### src/sv/aes128_ctr_byte_stream_defines.svh
// ----------------------------------------------------------------------------
// Assertion macros for the AES-128 CTR byte stream block
// Shared concurrent assertion forms used at the end of the top level.
// ----------------------------------------------------------------------------
`ifndef AES128_CTR_BYTE_STREAM_DEFINES_SVH
`define AES128_CTR_BYTE_STREAM_DEFINES_SVH

// A condition at one edge implies another at the same edge.
`define ACBS_ASSERT_IMPL(label, clk, rst_n, cond, prop, msg) \
	label: assert property (@(posedge clk) disable iff (!rst_n) (cond) |-> (prop)) \
		else $error(msg);

// A condition at one edge implies another at the next edge.
`define ACBS_ASSERT_NEXT(label, clk, rst_n, cond, prop, msg) \
	label: assert property (@(posedge clk) disable iff (!rst_n) (cond) |=> (prop)) \
		else $error(msg);

`endif

### src/sv/acbs_pkg.sv
// ----------------------------------------------------------------------------
// AES-128 CTR byte stream package
// S-box, round constants and AES round helpers shared by the modules.
// ----------------------------------------------------------------------------
package acbs_pkg;

	localparam int unsigned CfgW = 64;
	localparam int unsigned CfgIdxW = 2;
	localparam logic [CfgIdxW-1:0] REG_KEY_HIGH = 2'd0;
	localparam logic [CfgIdxW-1:0] REG_KEY_LOW = 2'd1;
	localparam logic [CfgIdxW-1:0] REG_CTR_HIGH = 2'd2;
	localparam logic [CfgIdxW-1:0] REG_CTR_LOW = 2'd3;
	localparam int unsigned NumRounds = 10;
	localparam int unsigned RoundW = 4;
	localparam int unsigned QueueDepthDefault = 4;

	typedef logic [127:0] block_t;

	// Front-to-back queue entry.
	typedef struct packed {
		logic [7:0] data;
		logic [3:0] offset;
	} item_t;

	// Keystream handshake from the cipher unit.
	typedef struct packed {
		logic busy;
		logic done;
	} core_status_t;

	function automatic logic [7:0] sbox(input logic [7:0] x);
		logic [7:0] r;
		case (x)
		8'h00: r=8'h63; 8'h01: r=8'h7c; 8'h02: r=8'h77; 8'h03: r=8'h7b;
		8'h04: r=8'hf2; 8'h05: r=8'h6b; 8'h06: r=8'h6f; 8'h07: r=8'hc5;
		8'h08: r=8'h30; 8'h09: r=8'h01; 8'h0a: r=8'h67; 8'h0b: r=8'h2b;
		8'h0c: r=8'hfe; 8'h0d: r=8'hd7; 8'h0e: r=8'hab; 8'h0f: r=8'h76;
		8'h10: r=8'hca; 8'h11: r=8'h82; 8'h12: r=8'hc9; 8'h13: r=8'h7d;
		8'h14: r=8'hfa; 8'h15: r=8'h59; 8'h16: r=8'h47; 8'h17: r=8'hf0;
		8'h18: r=8'had; 8'h19: r=8'hd4; 8'h1a: r=8'ha2; 8'h1b: r=8'haf;
		8'h1c: r=8'h9c; 8'h1d: r=8'ha4; 8'h1e: r=8'h72; 8'h1f: r=8'hc0;
		8'h20: r=8'hb7; 8'h21: r=8'hfd; 8'h22: r=8'h93; 8'h23: r=8'h26;
		8'h24: r=8'h36; 8'h25: r=8'h3f; 8'h26: r=8'hf7; 8'h27: r=8'hcc;
		8'h28: r=8'h34; 8'h29: r=8'ha5; 8'h2a: r=8'he5; 8'h2b: r=8'hf1;
		8'h2c: r=8'h71; 8'h2d: r=8'hd8; 8'h2e: r=8'h31; 8'h2f: r=8'h15;
		8'h30: r=8'h04; 8'h31: r=8'hc7; 8'h32: r=8'h23; 8'h33: r=8'hc3;
		8'h34: r=8'h18; 8'h35: r=8'h96; 8'h36: r=8'h05; 8'h37: r=8'h9a;
		8'h38: r=8'h07; 8'h39: r=8'h12; 8'h3a: r=8'h80; 8'h3b: r=8'he2;
		8'h3c: r=8'heb; 8'h3d: r=8'h27; 8'h3e: r=8'hb2; 8'h3f: r=8'h75;
		8'h40: r=8'h09; 8'h41: r=8'h83; 8'h42: r=8'h2c; 8'h43: r=8'h1a;
		8'h44: r=8'h1b; 8'h45: r=8'h6e; 8'h46: r=8'h5a; 8'h47: r=8'ha0;
		8'h48: r=8'h52; 8'h49: r=8'h3b; 8'h4a: r=8'hd6; 8'h4b: r=8'hb3;
		8'h4c: r=8'h29; 8'h4d: r=8'he3; 8'h4e: r=8'h2f; 8'h4f: r=8'h84;
		8'h50: r=8'h53; 8'h51: r=8'hd1; 8'h52: r=8'h00; 8'h53: r=8'hed;
		8'h54: r=8'h20; 8'h55: r=8'hfc; 8'h56: r=8'hb1; 8'h57: r=8'h5b;
		8'h58: r=8'h6a; 8'h59: r=8'hcb; 8'h5a: r=8'hbe; 8'h5b: r=8'h39;
		8'h5c: r=8'h4a; 8'h5d: r=8'h4c; 8'h5e: r=8'h58; 8'h5f: r=8'hcf;
		8'h60: r=8'hd0; 8'h61: r=8'hef; 8'h62: r=8'haa; 8'h63: r=8'hfb;
		8'h64: r=8'h43; 8'h65: r=8'h4d; 8'h66: r=8'h33; 8'h67: r=8'h85;
		8'h68: r=8'h45; 8'h69: r=8'hf9; 8'h6a: r=8'h02; 8'h6b: r=8'h7f;
		8'h6c: r=8'h50; 8'h6d: r=8'h3c; 8'h6e: r=8'h9f; 8'h6f: r=8'ha8;
		8'h70: r=8'h51; 8'h71: r=8'ha3; 8'h72: r=8'h40; 8'h73: r=8'h8f;
		8'h74: r=8'h92; 8'h75: r=8'h9d; 8'h76: r=8'h38; 8'h77: r=8'hf5;
		8'h78: r=8'hbc; 8'h79: r=8'hb6; 8'h7a: r=8'hda; 8'h7b: r=8'h21;
		8'h7c: r=8'h10; 8'h7d: r=8'hff; 8'h7e: r=8'hf3; 8'h7f: r=8'hd2;
		8'h80: r=8'hcd; 8'h81: r=8'h0c; 8'h82: r=8'h13; 8'h83: r=8'hec;
		8'h84: r=8'h5f; 8'h85: r=8'h97; 8'h86: r=8'h44; 8'h87: r=8'h17;
		8'h88: r=8'hc4; 8'h89: r=8'ha7; 8'h8a: r=8'h7e; 8'h8b: r=8'h3d;
		8'h8c: r=8'h64; 8'h8d: r=8'h5d; 8'h8e: r=8'h19; 8'h8f: r=8'h73;
		8'h90: r=8'h60; 8'h91: r=8'h81; 8'h92: r=8'h4f; 8'h93: r=8'hdc;
		8'h94: r=8'h22; 8'h95: r=8'h2a; 8'h96: r=8'h90; 8'h97: r=8'h88;
		8'h98: r=8'h46; 8'h99: r=8'hee; 8'h9a: r=8'hb8; 8'h9b: r=8'h14;
		8'h9c: r=8'hde; 8'h9d: r=8'h5e; 8'h9e: r=8'h0b; 8'h9f: r=8'hdb;
		8'ha0: r=8'he0; 8'ha1: r=8'h32; 8'ha2: r=8'h3a; 8'ha3: r=8'h0a;
		8'ha4: r=8'h49; 8'ha5: r=8'h06; 8'ha6: r=8'h24; 8'ha7: r=8'h5c;
		8'ha8: r=8'hc2; 8'ha9: r=8'hd3; 8'haa: r=8'hac; 8'hab: r=8'h62;
		8'hac: r=8'h91; 8'had: r=8'h95; 8'hae: r=8'he4; 8'haf: r=8'h79;
		8'hb0: r=8'he7; 8'hb1: r=8'hc8; 8'hb2: r=8'h37; 8'hb3: r=8'h6d;
		8'hb4: r=8'h8d; 8'hb5: r=8'hd5; 8'hb6: r=8'h4e; 8'hb7: r=8'ha9;
		8'hb8: r=8'h6c; 8'hb9: r=8'h56; 8'hba: r=8'hf4; 8'hbb: r=8'hea;
		8'hbc: r=8'h65; 8'hbd: r=8'h7a; 8'hbe: r=8'hae; 8'hbf: r=8'h08;
		8'hc0: r=8'hba; 8'hc1: r=8'h78; 8'hc2: r=8'h25; 8'hc3: r=8'h2e;
		8'hc4: r=8'h1c; 8'hc5: r=8'ha6; 8'hc6: r=8'hb4; 8'hc7: r=8'hc6;
		8'hc8: r=8'he8; 8'hc9: r=8'hdd; 8'hca: r=8'h74; 8'hcb: r=8'h1f;
		8'hcc: r=8'h4b; 8'hcd: r=8'hbd; 8'hce: r=8'h8b; 8'hcf: r=8'h8a;
		8'hd0: r=8'h70; 8'hd1: r=8'h3e; 8'hd2: r=8'hb5; 8'hd3: r=8'h66;
		8'hd4: r=8'h48; 8'hd5: r=8'h03; 8'hd6: r=8'hf6; 8'hd7: r=8'h0e;
		8'hd8: r=8'h61; 8'hd9: r=8'h35; 8'hda: r=8'h57; 8'hdb: r=8'hb9;
		8'hdc: r=8'h86; 8'hdd: r=8'hc1; 8'hde: r=8'h1d; 8'hdf: r=8'h9e;
		8'he0: r=8'he1; 8'he1: r=8'hf8; 8'he2: r=8'h98; 8'he3: r=8'h11;
		8'he4: r=8'h69; 8'he5: r=8'hd9; 8'he6: r=8'h8e; 8'he7: r=8'h94;
		8'he8: r=8'h9b; 8'he9: r=8'h1e; 8'hea: r=8'h87; 8'heb: r=8'he9;
		8'hec: r=8'hce; 8'hed: r=8'h55; 8'hee: r=8'h28; 8'hef: r=8'hdf;
		8'hf0: r=8'h8c; 8'hf1: r=8'ha1; 8'hf2: r=8'h89; 8'hf3: r=8'h0d;
		8'hf4: r=8'hbf; 8'hf5: r=8'he6; 8'hf6: r=8'h42; 8'hf7: r=8'h68;
		8'hf8: r=8'h41; 8'hf9: r=8'h99; 8'hfa: r=8'h2d; 8'hfb: r=8'h0f;
		8'hfc: r=8'hb0; 8'hfd: r=8'h54; 8'hfe: r=8'hbb; default: r=8'h16;
		endcase
		return r;
	endfunction

	function automatic logic [7:0] rcon(input logic [RoundW-1:0] rnd);
		logic [7:0] r;
		case (rnd)
		4'd1: r = 8'h01; 4'd2: r = 8'h02; 4'd3: r = 8'h04; 4'd4: r = 8'h08;
		4'd5: r = 8'h10; 4'd6: r = 8'h20; 4'd7: r = 8'h40; 4'd8: r = 8'h80;
		4'd9: r = 8'h1b; 4'd10: r = 8'h36; default: r = 8'h00;
		endcase
		return r;
	endfunction

	function automatic logic [7:0] xtime(input logic [7:0] b);
		return {b[6:0], 1'b0} ^ (b[7] ? 8'h1b : 8'h00);
	endfunction

	// Byte i of the state sits at bits [127-8i -: 8].
	function automatic logic [7:0] byte_at(input block_t s, input int i);
		return s[127-8*i -: 8];
	endfunction

	// Next round key from the previous one.
	function automatic block_t next_key(input block_t k, input logic [RoundW-1:0] rnd);
		logic [31:0] w0, w1, w2, w3, t;
		block_t r;
		w0 = k[127:96]; w1 = k[95:64]; w2 = k[63:32]; w3 = k[31:0];
		t = {sbox(w3[23:16]), sbox(w3[15:8]), sbox(w3[7:0]), sbox(w3[31:24])};
		t = t ^ {rcon(rnd), 24'h0};
		w0 = w0 ^ t; w1 = w1 ^ w0; w2 = w2 ^ w1; w3 = w3 ^ w2;
		r = {w0, w1, w2, w3};
		return r;
	endfunction

	// One cipher round without the key addition.
	function automatic block_t round_fn(input block_t s, input logic last);
		block_t sb, sr, mc;
		logic [7:0] a0, a1, a2, a3, all;
		for (int i = 0; i < 16; i++) begin
			sb[127-8*i -: 8] = sbox(byte_at(s, i));
		end
		for (int c = 0; c < 4; c++) begin
			for (int r = 0; r < 4; r++) begin
				sr[127-8*(4*c+r) -: 8] = byte_at(sb, 4*((c+r)%4)+r);
			end
		end
		mc = sr;
		for (int c = 0; c < 4; c++) begin
			a0 = byte_at(sr, 4*c); a1 = byte_at(sr, 4*c+1);
			a2 = byte_at(sr, 4*c+2); a3 = byte_at(sr, 4*c+3);
			all = a0 ^ a1 ^ a2 ^ a3;
			mc[127-8*(4*c) -: 8] = a0 ^ all ^ xtime(a0 ^ a1);
			mc[127-8*(4*c+1) -: 8] = a1 ^ all ^ xtime(a1 ^ a2);
			mc[127-8*(4*c+2) -: 8] = a2 ^ all ^ xtime(a2 ^ a3);
			mc[127-8*(4*c+3) -: 8] = a3 ^ all ^ xtime(a3 ^ a0);
		end
		return last ? sr : mc;
	endfunction

endpackage

### src/sv/acbs_front.sv
// ----------------------------------------------------------------------------
// Front end: accepts bytes and assigns each its keystream offset
// Tracks the offset, keeps the restart boundary and feeds the queue.
// ----------------------------------------------------------------------------
module acbs_front (
	input  logic       clk,
	input  logic       arst_n,
	input  logic       valid,
	output logic       stall,
	input  logic [7:0] data_in,
	input  logic       restart,
	input  logic       q_full,
	output logic       q_push,
	output acbs_pkg::item_t q_item,
	output logic       restart_take
);
	import acbs_pkg::*;

	logic [3:0] offset_q, offset_now;

	assign stall = q_full;
	assign q_push = valid && !q_full;
	assign offset_now = restart ? 4'd0 : offset_q;
	assign q_item = '{data: data_in, offset: offset_now};
	assign restart_take = q_push && restart;

	always_ff @(posedge clk or negedge arst_n) begin
		if (!arst_n) begin
			offset_q <= '0;
		end else if (q_push) begin
			offset_q <= offset_now + 4'd1;
		end
	end
endmodule

### config.mk
export PLATFORM = sky130hd
export DESIGN_NAME = acbs_front
export DESIGN_NICKNAME = d
export VERILOG_FILES = /design/src/sv/aes128_ctr_byte_stream_defines.svh /design/src/sv/acbs_pkg.sv /design/src/sv/acbs_front.sv
export SDC_FILE = /design/constraint.sdc
export NUM_CORES = 1
export LEC_CHECK = 0
export BUFFER_PORTS_ARGS = -buffer_cell sky130_fd_sc_hd__buf_2
export CAP_MARGIN = 40
export CORE_AREA = 4 4 41 43
export DETAILED_ROUTE_END_ITERATION = 7
export DIE_AREA = 0 0 45 47
export PLACE_DENSITY_LB_ADDON = 0.05
export SLEW_MARGIN = 40
export SYNTH_ARGS = -nofsm -noshare
export SYNTH_HDL_FRONTEND = slang
export SYNTH_SLANG_ARGS = --single-unit
### constraint.sdc
create_clock -name clk -period 1.3 [get_ports clk]
set_input_delay 0.195 -clock clk [delete_from_list [all_inputs] [get_ports clk]]
set_output_delay 0.195 -clock clk [all_outputs]
set_load 0.1 [all_outputs]
==> results.json <==
{
  "startpoint": "offset_q[1]",
  "place.gp.congestion": 0.639,
  "cts_tree": "built",
  "p_total_uw": 754,
  "io_pins": 28,
  "rrSetupSlack_ns": 0.30,
  "cts_buffers": 3,
  "grt_pass1_vias": 248,
  "crit_type": "flop to output port",
  "ff2ff_path_depth": 3,
  "p_clk_frac": 0.209,
  "syn_area_per_cell_um2": 9.08,
  "top_regs": "offset_q x4",
  "ant_nets": 0,
  "cts_root_buf": "clkbuf_4",
  "crit_path_end": "q_item[1]",
  "start_util": 0.244,
  "rsz0062_at_grt": "yes",
  "viasPerCell": 4.60,
  "syn_inst": 35,
  "p_switching_uw": 339,
  "worstPathMaxFanout": 7,
  "maxCapViolCount": 0,
  "cts_buffer_depth": 2,
  "die_x_um": 45,
  "clk_pin_slew_ns": 0.04,
  "synth_nets": 48,
  "finalHoldWorstSlack_ns": 0.290,
  "drive_gt1_frac": 0.600,
  "ys_ff_latch": 4,
  "pwr-share-comb": 0.515,
  "grt.total_usage": 0.0784,
  "maxSlewHeadroom": 0.680,
  "portBuffers": 11,
  "min_path_type": "primary input to asynchronous set/reset pin",
  "wl_per_cell_um": 12.5,
  "async_reset_ff_frac": 1.00,
  "p_sw_frac": 0.450,
  "preCtsSetupSlack_ns": 0.204,
  "tightest_slew_ns": 0.483,
  "rows": 13,
  "power.internal_uw": 415,
  "clk_latency_ns": 0.24,
  "syn_to_final_growth_pct": 46.5,
  "post_cts_buffers": 0,
  "regArea_um2": 103,
  "setup_viol": 0,
  "p_leak_uw": 0.000198,
  "grt_antenna_before_repair": 0,
  "power_frac_seq": 0.276,
  "die_h_um": 47,
  "setup_ws_ns": 0.0422,
  "ys_seq_area_frac": 0.315,
  "start_kind": "flop",
  "nFillCells": 145,
  "largest_register": "offset_q",
  "hold_violations": 0,
  "dr_total_vias": 253,
  "status": "complete, no violations",
  "ys_types": 18,
  "grt-ovfl-total": 0,
  "worstPathRequired_ns": 1.11,
  "wirelength_um": 685,
  "peakVddDrop_uv": 535,
  "htreeDepth": 1,
  "synth_ff_type": "dfrtp_1",
  "firstDrtPassIters": 4,
  "synth_edf_count": 0,
  "slew_viol_final": 0,
  "core_area_um2": 1300,
  "synth_warnings": 0,
  "fin_nets": 55,
  "multi_input_area_um2": 159,
  "skew_ns": 0.00301,
  "dp.cells": 51,
  "p_per_area_nw_per_um2": 1620,
  "drt_iter0_drc": 6,
  "grt_pass1_wl_mm": 1.11,
  "largest_register_ffs": 4,
  "finalCritPeriodShare": 0.968,
  "rr_startpoint": "offset_q[0]",
  "end_kind": "output port",
  "setup_tns_ns": 0,
  "clock_sinks": 4,
  "instances_no_fill": 55,
  "dieArea_um2": 2120,
  "grt_max_degree": 10,
  "reg2reg_to": "offset_q[3]",
  "fmax_ghz": 0.795,
  "cp.arrival_ns": 1.06,
  "fin_crit_ns": 1.26,
  "post-route-drc-count": 0,
  "diodes": 0,
  "syn_area_um2": 318
}
-- cell usage in the layout (no fill, tap or decap) --
cell,synthesis,routed
a21oi_1,1,1
a221o_1,1,1
and2_4,0,1
and2b_2,0,1
buf_12,0,6
buf_2,0,5
clkbuf_4,0,3
clkinvlp_4,0,1
dfrtp_1,4,2
dfrtp_2,0,2
dlygate4sd3_1,0,1
mux2i_1,1,1
nand2_1,2,2
nand2b_4,1,1
nand3_1,2,2
nor2_1,1,1
nor2b_4,0,3
nor3b_1,1,1
nor4_2,1,1
o21ai_0,4,4
-- per-layer routing --
metal | GRT usage | wire length (um)
met2 | 0.0989 | 327
met3 | 0.0192 | 90
met1 | 0.0824 | 244
met4 | 0.135 | 23
met5 | 0 | 0
-- logic make-up after synthesis --
group                  Yosys count  share of synthesized area
and+or+nand+nor                 13                      0.283
DFF                              4                      0.315
buffers and inverters           11                      0.260
AOI/OAI and AO/OA                6                      0.110
muxes                            1                     0.0315
-- cell type report --
type	instances	area share
multi-input combinational	20	0.341
sequential	4	0.220
tap	15	0.0403
timing repair buffer	12	0.333
inverter	1	0.0161
clock buffer	3	0.0484
-- repair_timing --
item | 4_1_cts | 5_1_grt
resized for setup | 0 | 2
hold endpoints to repair | 4 | 0
hold buffers | 1 | 0
setup endpoints to repair | 0 | 2
-- power by group through the flow --
stage,combinational [uW],sequential [uW],clock [uW]
floorplan,384,193,0
global placement,388,206,0
detailed placement,390,206,0
CTS,393,204,170
global route,404,218,177
finish,388,208,158
-- stage by stage --
step / instance area (um^2) / util
floorplan: 345 / -
global placement: 430 / 0.331
detailed placement: 430 / 0.331
CTS: 463 / 0.356
global route: 465 / 0.358
finish: 465 / 0.358
-- worst min-delay path by stage --
stage	start	to	depth (start not counted)
3_5_place_dp	arst_n	offset_q[1]	1
6_report	arst_n	offset_q[0]	2
2_1_floorplan	arst_n	offset_q[0]	0
4_1_cts	arst_n	offset_q[0]	2
3_3_place_gp	arst_n	offset_q[0]	1
5_1_grt	arst_n	offset_q[3]	2
-- critical path: stages (launching register included) --
cell	delay [ns]
dfrtp_2	0.44
and2b_2	0.23
buf_12	0.16
-- synthesized netlist by cell type, drive strengths merged, types with 2 or more instances --
master / number / area share
buf: 10 / 0.25
nor2b: 3 / 0.067
nand3: 2 / 0.031
nand2: 2 / 0.024
dfrtp: 4 / 0.31
o21ai: 4 / 0.063
Note: power is estimated with default switching activity, not from simulation.
